**config.mk**
```make
export PLATFORM = sky130hd
export DESIGN_NAME = pid_controller_clamped_flat
export DESIGN_NICKNAME = d
export VERILOG_FILES = /design/src/sv/pidc_pkg.sv /design/src/sv/pidc_if.sv /design/src/sv/pidc_terms.sv /design/src/sv/pidc_accum.sv /design/src/sv/pid_controller_clamped.sv /design/src/flat_wrapper.sv
export SDC_FILE = /design/constraint.sdc
export NUM_CORES = 2
export LEC_CHECK = 0
export ABC_CLOCK_PERIOD_IN_PS = 12110
export BUFFER_PORTS_ARGS = -buffer_cell sky130_fd_sc_hd__buf_2
export CELL_PAD_IN_SITES_DETAIL_PLACEMENT = 0
export CELL_PAD_IN_SITES_GLOBAL_PLACEMENT = 1
export CORE_UTILIZATION = 52
export CTS_CLUSTER_SIZE = 20
export DETAILED_ROUTE_END_ITERATION = 12
export GPL_ROUTABILITY_DRIVEN = 0
export PLACE_DENSITY_LB_ADDON = 0.1
export SETUP_SLACK_MARGIN = 0.5
export SYNTH_ARGS = -nofsm -noshare
export SYNTH_HDL_FRONTEND = slang
export SYNTH_SLANG_ARGS = --single-unit
```
**constraint.sdc**
```tcl
create_clock -name clk -period 12.11 [get_ports clk]
set_input_delay 2.422 -clock clk [delete_from_list [all_inputs] [get_ports clk]]
set_output_delay 2.422 -clock clk [all_outputs]
set_load 0.01 [all_outputs]
```
**src/sv/pidc_pkg.sv**
```systemverilog
// shared widths, register indexes, operation codes and types of the clamped pid controller
`timescale 1ns / 1ps

package pidc_pkg;

  // fixed point format and sample width
  localparam int FRAC_BITS    = 8;
  localparam int SAMPLE_WIDTH = 16;

  // field widths
  localparam int GAIN_W  = 16;
  localparam int LIM_W   = 15;
  localparam int DRIVE_W = 16;

  // error and difference widths
  localparam int ERR_W   = SAMPLE_WIDTH + 1;
  localparam int DIFF1_W = SAMPLE_WIDTH + 2;
  localparam int DIFF2_W = SAMPLE_WIDTH + 3;

  // gain products and their rescaling from q8.8 to FRAC_BITS fraction bits
  localparam int PROD_W   = GAIN_W + 1 + DIFF2_W;
  localparam int SCALE_UP = (FRAC_BITS >= 8) ? (FRAC_BITS - 8) : 0;
  localparam int SCALE_DN = (FRAC_BITS >= 8) ? 0 : (8 - FRAC_BITS);
  localparam int TERM_W   = PROD_W + SCALE_UP;

  // accumulators and sums
  localparam int ACC_W = LIM_W + FRAC_BITS + 1;
  localparam int SUM_W = ((TERM_W > ACC_W) ? TERM_W : ACC_W) + 3;

  // configuration port
  localparam int CFG_IDX_W  = 3;
  localparam int CFG_DATA_W = 16;

  localparam logic [CFG_IDX_W-1:0] REG_PROP_GAIN      = CFG_IDX_W'(0);
  localparam logic [CFG_IDX_W-1:0] REG_INTEG_GAIN     = CFG_IDX_W'(1);
  localparam logic [CFG_IDX_W-1:0] REG_DERIV_GAIN     = CFG_IDX_W'(2);
  localparam logic [CFG_IDX_W-1:0] REG_OUTPUT_LIMIT   = CFG_IDX_W'(3);
  localparam logic [CFG_IDX_W-1:0] REG_INTEGRAL_BOUND = CFG_IDX_W'(4);
  localparam logic [CFG_IDX_W-1:0] REG_LOOP_MODE      = CFG_IDX_W'(5);

  localparam logic [LIM_W-1:0] LIMIT_RESET = {LIM_W{1'b1}};

  // loop forms and operations
  localparam logic MODE_POSITIONAL  = 1'b0;
  localparam logic MODE_INCREMENTAL = 1'b1;
  localparam logic OP_STEP          = 1'b0;
  localparam logic OP_CLEAR         = 1'b1;

  // configuration register set
  typedef struct packed {
    logic [GAIN_W-1:0] prop_gain;
    logic [GAIN_W-1:0] integ_gain;
    logic [GAIN_W-1:0] deriv_gain;
    logic [LIM_W-1:0]  output_limit;
    logic [LIM_W-1:0]  integral_bound;
    logic              loop_mode;
  } cfg_t;

  // scaled gain terms handed from the multiply stage to the accumulate stage
  typedef struct packed {
    logic                     clear;
    logic signed [TERM_W-1:0] pterm;
    logic signed [TERM_W-1:0] iterm;
    logic signed [TERM_W-1:0] dterm;
  } terms_t;

  // rescale a q8.8 gain product, flooring when bits are dropped
  function automatic logic signed [TERM_W-1:0] rescale(input logic signed [PROD_W-1:0] p);
    logic signed [TERM_W-1:0] w;
    w = TERM_W'(p);
    return (w <<< SCALE_UP) >>> SCALE_DN;
  endfunction

endpackage

```
**src/sv/pidc_if.sv**
```systemverilog
// valid/ready channels carrying the sample items and the result items
`timescale 1ns / 1ps

interface pidc_sample_if;
  logic                                    valid;
  logic                                    ready;
  logic                                    operation;
  logic signed [pidc_pkg::SAMPLE_WIDTH-1:0] measured;
  logic signed [pidc_pkg::SAMPLE_WIDTH-1:0] target;

  modport source (output valid, operation, measured, target, input ready);
  modport sink   (input valid, operation, measured, target, output ready);
endinterface

interface pidc_result_if;
  logic                               valid;
  logic                               ready;
  logic signed [pidc_pkg::DRIVE_W-1:0] drive;
  logic                               output_clamped;
  logic                               integral_clamped;

  modport source (output valid, drive, output_clamped, integral_clamped, input ready);
  modport sink   (input valid, drive, output_clamped, integral_clamped, output ready);
endinterface

```
**src/sv/pidc_terms.sv**
```systemverilog
// input register, error history and the three gain multipliers
`timescale 1ns / 1ps

module pidc_terms (
  input  logic               clk,
  input  logic               rst,
  input  pidc_pkg::cfg_t     cfg,
  pidc_sample_if.sink        sample,
  output logic               terms_valid,
  input  logic               terms_ready,
  output pidc_pkg::terms_t   terms
);

  logic                                     s1_valid;
  logic                                     s1_op;
  logic signed [pidc_pkg::SAMPLE_WIDTH-1:0] s1_meas;
  logic signed [pidc_pkg::SAMPLE_WIDTH-1:0] s1_tgt;
  logic                                     s1_ready;
  logic                                     s1_advance;
  logic                                     s2_ready;

  logic signed [pidc_pkg::ERR_W-1:0]   err;
  logic signed [pidc_pkg::ERR_W-1:0]   err_prev;
  logic signed [pidc_pkg::ERR_W-1:0]   err_prev2;
  logic signed [pidc_pkg::DIFF1_W-1:0] diff1;
  logic signed [pidc_pkg::DIFF2_W-1:0] diff2;
  logic signed [pidc_pkg::DIFF2_W-1:0] p_opnd;
  logic signed [pidc_pkg::DIFF2_W-1:0] d_opnd;

  logic signed [pidc_pkg::GAIN_W:0]   kp;
  logic signed [pidc_pkg::GAIN_W:0]   ki;
  logic signed [pidc_pkg::GAIN_W:0]   kd;
  logic signed [pidc_pkg::PROD_W-1:0] prod_p;
  logic signed [pidc_pkg::PROD_W-1:0] prod_i;
  logic signed [pidc_pkg::PROD_W-1:0] prod_d;

  // handshake between input register and term register
  assign s2_ready     = !terms_valid || terms_ready;
  assign s1_advance   = s1_valid && s2_ready;
  assign s1_ready     = !s1_valid || s2_ready;
  assign sample.ready = s1_ready;

  // input register
  always_ff @(posedge clk) begin
    if (rst) begin
      s1_valid <= 1'b0;
    end else if (s1_ready) begin
      s1_valid <= sample.valid;
    end
  end

  always_ff @(posedge clk) begin
    if (sample.valid && s1_ready) begin
      s1_op   <= sample.operation;
      s1_meas <= sample.measured;
      s1_tgt  <= sample.target;
    end
  end

  // error and its differences against the history
  assign err   = pidc_pkg::ERR_W'(s1_tgt) - pidc_pkg::ERR_W'(s1_meas);
  assign diff1 = pidc_pkg::DIFF1_W'(err) - pidc_pkg::DIFF1_W'(err_prev);
  assign diff2 = pidc_pkg::DIFF2_W'(err) - (pidc_pkg::DIFF2_W'(err_prev) <<< 1)
               + pidc_pkg::DIFF2_W'(err_prev2);

  // operands differ between the positional and the incremental form
  assign p_opnd = (cfg.loop_mode == pidc_pkg::MODE_INCREMENTAL) ?
                  pidc_pkg::DIFF2_W'(diff1) : pidc_pkg::DIFF2_W'(err);
  assign d_opnd = (cfg.loop_mode == pidc_pkg::MODE_INCREMENTAL) ?
                  diff2 : pidc_pkg::DIFF2_W'(diff1);

  // gain multipliers, gains taken as non-negative
  assign kp     = {1'b0, cfg.prop_gain};
  assign ki     = {1'b0, cfg.integ_gain};
  assign kd     = {1'b0, cfg.deriv_gain};
  assign prod_p = kp * p_opnd;
  assign prod_i = ki * err;
  assign prod_d = kd * d_opnd;

  // error history, kept across clear items
  always_ff @(posedge clk) begin
    if (rst) begin
      err_prev  <= '0;
      err_prev2 <= '0;
    end else if (s1_advance && s1_op == pidc_pkg::OP_STEP) begin
      err_prev2 <= err_prev;
      err_prev  <= err;
    end
  end

  // term register
  always_ff @(posedge clk) begin
    if (rst) begin
      terms_valid <= 1'b0;
    end else if (s2_ready) begin
      terms_valid <= s1_valid;
    end
  end

  always_ff @(posedge clk) begin
    if (s1_advance) begin
      terms.clear <= (s1_op == pidc_pkg::OP_CLEAR);
      terms.pterm <= pidc_pkg::rescale(prod_p);
      terms.iterm <= pidc_pkg::rescale(prod_i);
      terms.dterm <= pidc_pkg::rescale(prod_d);
    end
  end

endmodule

```
**src/sv/pidc_accum.sv**
```systemverilog
// integral and output accumulators with their clamps, and the result register
`timescale 1ns / 1ps

module pidc_accum (
  input  logic             clk,
  input  logic             rst,
  input  pidc_pkg::cfg_t   cfg,
  input  logic             terms_valid,
  output logic             terms_ready,
  input  pidc_pkg::terms_t terms,
  pidc_result_if.source    result
);

  typedef struct packed {
    logic                             hit;
    logic signed [pidc_pkg::ACC_W-1:0] value;
  } clamp_t;

  // symmetric clamp at the limit in accumulator units
  function automatic clamp_t clamp_sym(input logic signed [pidc_pkg::SUM_W-1:0] v,
                                       input logic [pidc_pkg::LIM_W-1:0]        lim);
    logic signed [pidc_pkg::SUM_W-1:0] b;
    clamp_t                            r;
    b = signed'(pidc_pkg::SUM_W'(lim)) <<< pidc_pkg::FRAC_BITS;
    if (v > b) begin
      r.hit   = 1'b1;
      r.value = pidc_pkg::ACC_W'(b);
    end else if (v < -b) begin
      r.hit   = 1'b1;
      r.value = pidc_pkg::ACC_W'(-b);
    end else begin
      r.hit   = 1'b0;
      r.value = pidc_pkg::ACC_W'(v);
    end
    return r;
  endfunction

  logic signed [pidc_pkg::ACC_W-1:0] integ_acc;
  logic signed [pidc_pkg::ACC_W-1:0] out_acc;
  logic signed [pidc_pkg::SUM_W-1:0] integ_sum;
  logic signed [pidc_pkg::SUM_W-1:0] base;
  logic signed [pidc_pkg::SUM_W-1:0] out_sum;
  logic signed [pidc_pkg::ACC_W-1:0] out_next;
  logic signed [pidc_pkg::ACC_W-1:0] drive_full;
  clamp_t                            ic;
  clamp_t                            oc;
  logic                              incremental;
  logic                              advance;

  assign incremental = (cfg.loop_mode == pidc_pkg::MODE_INCREMENTAL);
  assign terms_ready = !result.valid || result.ready;
  assign advance     = terms_valid && terms_ready;

  // integral update and clamp
  assign integ_sum = pidc_pkg::SUM_W'(integ_acc) + pidc_pkg::SUM_W'(terms.iterm);
  assign ic        = clamp_sym(integ_sum, cfg.integral_bound);

  // output sum for either form, then clamp
  assign base    = incremental ? pidc_pkg::SUM_W'(out_acc) + pidc_pkg::SUM_W'(terms.iterm)
                               : pidc_pkg::SUM_W'(ic.value);
  assign out_sum = pidc_pkg::SUM_W'(terms.pterm) + pidc_pkg::SUM_W'(terms.dterm) + base;
  assign oc      = clamp_sym(out_sum, cfg.output_limit);

  assign out_next   = oc.value;
  assign drive_full = out_next >>> pidc_pkg::FRAC_BITS;

  // accumulator state
  always_ff @(posedge clk) begin
    if (rst) begin
      integ_acc <= '0;
      out_acc   <= '0;
    end else if (advance) begin
      if (terms.clear) begin
        integ_acc <= '0;
        out_acc   <= '0;
      end else begin
        out_acc <= out_next;
        if (!incremental) begin
          integ_acc <= ic.value;
        end
      end
    end
  end

  // result register
  always_ff @(posedge clk) begin
    if (rst) begin
      result.valid <= 1'b0;
    end else if (terms_ready) begin
      result.valid <= terms_valid;
    end
  end

  always_ff @(posedge clk) begin
    if (advance) begin
      if (terms.clear) begin
        result.drive            <= '0;
        result.output_clamped   <= 1'b0;
        result.integral_clamped <= 1'b0;
      end else begin
        result.drive            <= pidc_pkg::DRIVE_W'(drive_full);
        result.output_clamped   <= oc.hit;
        result.integral_clamped <= ic.hit && !incremental;
      end
    end
  end

endmodule

```
**src/sv/pid_controller_clamped.sv**
```systemverilog
// Clamped fixed-point PID controller, positional or incremental form.
// Channels: sample carries operation, measured and target; result carries
// drive, output_clamped and integral_clamped. Both are valid/ready, an item
// moving on an edge where valid and ready are high. Each sample item gives
// exactly one result item, in order.
// Configuration: cfg_write with cfg_index and cfg_data writes one register
// (gains, output limit, integral bound, loop mode); write only while idle.
// Path: an accepted item passes through the input register, the term
// register (three gain multipliers) and the result register (accumulate
// and clamp).
// Throughput: one item per cycle while result is not held; the accumulator
// feedback closes within the last stage, so consecutive items need no gap.
// Stall: a held result back-pressures stage by stage; sample.ready drops
// only once all three registers hold items.
// Reset: rst is synchronous, clears the pipeline, the error history and
// both accumulators, sets the gains to zero, both limits to full scale and
// the positional form.
`timescale 1ns / 1ps

module pid_controller_clamped (
  input  logic                                clk,
  input  logic                                rst,
  input  logic                                cfg_write,
  input  logic [pidc_pkg::CFG_IDX_W-1:0]      cfg_index,
  input  logic [pidc_pkg::CFG_DATA_W-1:0]     cfg_data,
  pidc_sample_if.sink                         sample,
  pidc_result_if.source                       result
);

  pidc_pkg::cfg_t   cfg;
  pidc_pkg::terms_t terms;
  logic             terms_valid;
  logic             terms_ready;

  // configuration registers
  always_ff @(posedge clk) begin
    if (rst) begin
      cfg.prop_gain      <= '0;
      cfg.integ_gain     <= '0;
      cfg.deriv_gain     <= '0;
      cfg.output_limit   <= pidc_pkg::LIMIT_RESET;
      cfg.integral_bound <= pidc_pkg::LIMIT_RESET;
      cfg.loop_mode      <= pidc_pkg::MODE_POSITIONAL;
    end else if (cfg_write) begin
      case (cfg_index)
        pidc_pkg::REG_PROP_GAIN: begin
          cfg.prop_gain <= cfg_data[pidc_pkg::GAIN_W-1:0];
        end
        pidc_pkg::REG_INTEG_GAIN: begin
          cfg.integ_gain <= cfg_data[pidc_pkg::GAIN_W-1:0];
        end
        pidc_pkg::REG_DERIV_GAIN: begin
          cfg.deriv_gain <= cfg_data[pidc_pkg::GAIN_W-1:0];
        end
        pidc_pkg::REG_OUTPUT_LIMIT: begin
          cfg.output_limit <= cfg_data[pidc_pkg::LIM_W-1:0];
        end
        pidc_pkg::REG_INTEGRAL_BOUND: begin
          cfg.integral_bound <= cfg_data[pidc_pkg::LIM_W-1:0];
        end
        pidc_pkg::REG_LOOP_MODE: begin
          cfg.loop_mode <= cfg_data[0];
        end
        default: begin
        end
      endcase
    end
  end

  // error, history and gain products
  pidc_terms u_terms (
    .clk         (clk),
    .rst         (rst),
    .cfg         (cfg),
    .sample      (sample),
    .terms_valid (terms_valid),
    .terms_ready (terms_ready),
    .terms       (terms)
  );

  // accumulators, clamps and result register
  pidc_accum u_accum (
    .clk         (clk),
    .rst         (rst),
    .cfg         (cfg),
    .terms_valid (terms_valid),
    .terms_ready (terms_ready),
    .terms       (terms),
    .result      (result)
  );

endmodule

```
**src/flat_wrapper.sv**
```systemverilog
// flat-port wrapper written by rule: the top's interface ports become plain ports
module pid_controller_clamped_flat 
  (clk, rst, cfg_write, cfg_index, cfg_data, sample_valid, sample_operation, sample_measured, sample_target, sample_ready, result_valid, result_drive, result_output_clamped, result_integral_clamped, result_ready);
  pidc_sample_if sample_i ();
  pidc_result_if result_i ();
  input  logic clk;
  input  logic rst;
  input  logic cfg_write;
  input  logic [pidc_pkg::CFG_IDX_W-1:0] cfg_index;
  input  logic [pidc_pkg::CFG_DATA_W-1:0] cfg_data;
  input wire logic [$bits(sample_i.valid)-1:0] sample_valid;
  input wire logic [$bits(sample_i.operation)-1:0] sample_operation;
  input wire logic [$bits(sample_i.measured)-1:0] sample_measured;
  input wire logic [$bits(sample_i.target)-1:0] sample_target;
  output wire logic [$bits(sample_i.ready)-1:0] sample_ready;
  output wire logic [$bits(result_i.valid)-1:0] result_valid;
  output wire logic [$bits(result_i.drive)-1:0] result_drive;
  output wire logic [$bits(result_i.output_clamped)-1:0] result_output_clamped;
  output wire logic [$bits(result_i.integral_clamped)-1:0] result_integral_clamped;
  input wire logic [$bits(result_i.ready)-1:0] result_ready;
  assign sample_i.valid = sample_valid;
  assign sample_i.operation = sample_operation;
  assign sample_i.measured = sample_measured;
  assign sample_i.target = sample_target;
  assign sample_ready = sample_i.ready;
  assign result_valid = result_i.valid;
  assign result_drive = result_i.drive;
  assign result_output_clamped = result_i.output_clamped;
  assign result_integral_clamped = result_i.integral_clamped;
  assign result_i.ready = result_ready;
  pid_controller_clamped u_core (.clk(clk), .rst(rst), .cfg_write(cfg_write), .cfg_index(cfg_index), .cfg_data(cfg_data), .sample(sample_i), .result(result_i));
endmodule
```
==> results by group <==
Status
  • Status: completed

STA
  • FMAX: 89.9 MHz
  • Setup TNS Final: 0 ns
  • Fin crit share: 0.919
  • Period minus WS final: 11.12 ns
  • Fin. Hold Viols: 0
  • Worst-Margin Slew: 1.26 ns
  • Final worst slack: 0.986 ns
  • # setup viols final: 0
  • Relative slew slack: 0.152
  • Skew final: 0.0431 ns
  • RSZ-0062 raised after global routing: true
  • Max-slew violations: 0

Placed design
  • Placed Instances: 7,781
  • Pre-CTS worst setup slack: 0.151 ns
  • HPWL Detailed: 135,000 um
  • Port bufs: 76

Finish
  • # nets final: 7,937
  • Syn-to-layout area delta: 7.85%
  • Final non-filler cell total: 7,904
  • Fraction of final layout cells sized beyond drive strength 1: 0.0696
  • Fillcell total: 9,951

Pwr
  • Peak VDD IR: 0.128 mV
  • Leakage power: 28.6 nW
  • Sequential power share: 0.188
  • Clk pwr share: 0.196
  • Combinational Power Share: 0.616
  • PwrDens: 119 nW/um^2
  • Switching Share: 0.483
  • Net Switching: 3.48 mW
  • Int Power: 3.73 mW

Synthesis
  • Yosys top cell area share: 0.309
  • Largest area contributor in the netlist: fa_1
  • Post-Syn Area: 56,400 um^2
  • Count leader, synth: inv_1
  • Yosys cell types: 88
  • Cells after synthesis: 6,464
  • Number of synthesized flops with an enable pin: 158
  • Sequential area share after synthesis: 0.142
  • Avg Synthesized Cell Area: 8.73 um^2
  • Async SR Flop Fraction: 0
  • Syn Nets: 7,939
  • Synth top area cells: fa_1, ha_1, edfxtp_1, inv_1, dfxtp_1
  • Yosys warns: 0
  • Top_reg_cell synth: dfxtp_1
  • Synth top cells by count: inv_1, fa_1, nand2_1, ha_1, and2_1
  • Flop and latch count out of synthesis: 322

Floorplan
  • Height of the die: 331 um
  • IO Pins: 77
  • Die area: 110,000 um^2
  • Initial Utilization: 0.526
  • DIE WIDTH: 331 um
  • Row count: 120
  • Core area: 107,000 um^2

Global routing
  • Gr ovfl total: 0
  • Global-route wire length before repair: 268,000 um
  • Vias in the first global route: 46.4k
  • Pin count of the biggest net entering global routing: 69
  • Initial antenna violation count: 9
  • GRT Util Overall: 0.313

Worst setup path
  • CP peak stage delay: 0.48 ns
  • Critical Path RT: 12.50 ns
  • CP Capture Type: flop
  • Worst path bufs/invs: 4
  • WP data arrival: 11.51 ns
  • Reg2reg start: u_core.u_terms.terms[36]
  • Slowest CP cell: fa_1
  • Worst Path Max Fanout: 10
  • Worst path most repeated cell: a21oi_2
  • CP startpoint: u_core.u_terms.terms[36]
  • CP Launch Type: flop
  • Worst path top cell family by delay: compound AO/OA/AOI/OAI gates
  • WS Path Type: reg2reg

Flow run
  • Max-cap violations: 0

Clocking
  • Root Buffer: clkbuf_16
  • CTS Sinks: 322
  • Total CTS buffers: 44
  • CTS tree: done
  • Hold_buf cts: 0
  • Clk Latency, worst-skew pair: 0.64 ns
  • Clk slew on worst S/H paths: 0.06 ns
  • H-tree Lvls: 2
  • CTS max path bufs: 3

Route
  • Vias: 45.2k
  • First-pass DRT Iterations: 6
  • Routed wirelength normalized by instance count: 21.3 um
  • Initial DRC count: 3,317
  • Post-route ant nets: 0
  • # DRC: 0
  • Mean number of vias per cell: 5.71
  • Detailed-route wire length: 169,000 um

Worst hold path
  • Hold crit path type: reg2reg
  • Hold path start: u_core.u_accum.integ_acc[2]
-- metal layers --
| metal | GRT usage | wire length (um) | part of all wire |
|---|---|---|---|
| met1 | 0.420 | 72300 | 0.43 |
| met2 | 0.516 | 78500 | 0.47 |
| met3 | 0.0417 | 10800 | 0.064 |
| met4 | 0.121 | 7000 | 0.042 |
| met5 | 0 | 21 | 0.00012 |
-- flip-flops by register name, indices dropped and copies added, names as in the netlist --
name                                    cells
u_core.u_accum.result.drive                16
u_core.u_accum.result.integral_clamped      1
u_core.u_terms.err_prev2                   17
u_core.u_terms.s1_meas                     16
u_core.u_accum.integ_acc                   24
u_core.u_terms.err_prev                    17
u_core.u_terms.s1_tgt                      16
u_core.u_terms.s1_valid                     1
u_core.u_accum.result.output_clamped        1
u_core.cfg                                 79
u_core.u_terms.terms                      107
u_core.u_accum.result.valid                 1
u_core.u_terms.terms_valid                  1
u_core.u_accum.out_acc                     24
u_core.u_terms.s1_op                        1
-- final cells by class --
class	instances	area (um^2)	area share
repair buffers	226	1570	0.0258
multi-input cells	4671	43500	0.714
clock inverters	26	327	0.00537
flip-flops and latches	322	8030	0.132
clock buffers	56	1200	0.0197
well taps	1403	1760	0.0289
inverters	1197	4500	0.0739
diodes	3	7.51	0.000123
-- power by group through the flow --
stage	Sequential (mW)	Combinational [mW]	Clock (mW)
floorplan	1.31	2.89	0
global placement	1.37	4.18	0
detailed placement	1.38	4.22	0
CTS	1.35	4.27	1.44
global route	1.36	4.92	1.47
finish	1.35	4.45	1.41
-- layout by cell type, fill, tap and decap left out, drive strengths merged, types with 148 or more instances in the layout --
| master | instances |
|---|---|
| xnor2 | 167 |
| o21ai | 148 |
| edfxtp | 158 |
| nor2 | 246 |
| nand2 | 869 |
| fa | 871 |
| a21oi | 300 |
| dfxtp | 164 |
| buf | 225 |
| inv | 1201 |
| ha | 547 |
| and2 | 361 |
-- cell families after synthesis --
kind of cell / after synthesis / share of synthesized area
simple gates: 1999 / 0.170
buf+inv: 1471 / 0.0984
fa+ha+maj: 1418 / 0.430
compound gates: 985 / 0.115
flops: 322 / 0.142
xor+xnor: 232 / 0.0362
mux: 37 / 0.00690
-- through the flow --
step | instance area (um^2) | hold slack (ns) | utilization | total power [mW]
2_1_floorplan | 56400 | 0.426 | - | 4.21
3_3_place_gp | 58500 | 0.442 | 0.545 | 5.56
3_5_place_dp | 58500 | 0.453 | 0.545 | 5.59
4_1_cts | 60100 | 0.461 | 0.560 | 7.06
5_1_grt | 60800 | 0.484 | 0.567 | 7.75
6_report | 60800 | 0.459 | 0.567 | 7.22
-- what timing repair did --
action,in CTS,in global routing
gates cloned,0,1
pin swaps,5,26
resized for setup,24,99
setup endpoints to repair,46,58
setup buffers,2,35
-- worst min-delay path, cell delays in order, from the launching register on --
cell and delay [ns]:
dfxtp_1 0.31, nand2_1 0.05, a21oi_1 0.05
-- final timing paths --
| kind | slack (ns) | end | cells after the start |
|---|---|---|---|
| min reg2reg | 0.46 | u_core.u_accum.integ_acc[2] | 2 |
| max | 0.99 | u_core.u_accum.result.drive[13] | 52 |
| max reg2reg | 0.99 | u_core.u_accum.result.drive[13] | 52 |
| min | 0.46 | u_core.u_accum.integ_acc[2] | 2 |
Power figures use the tool's default switching activity.
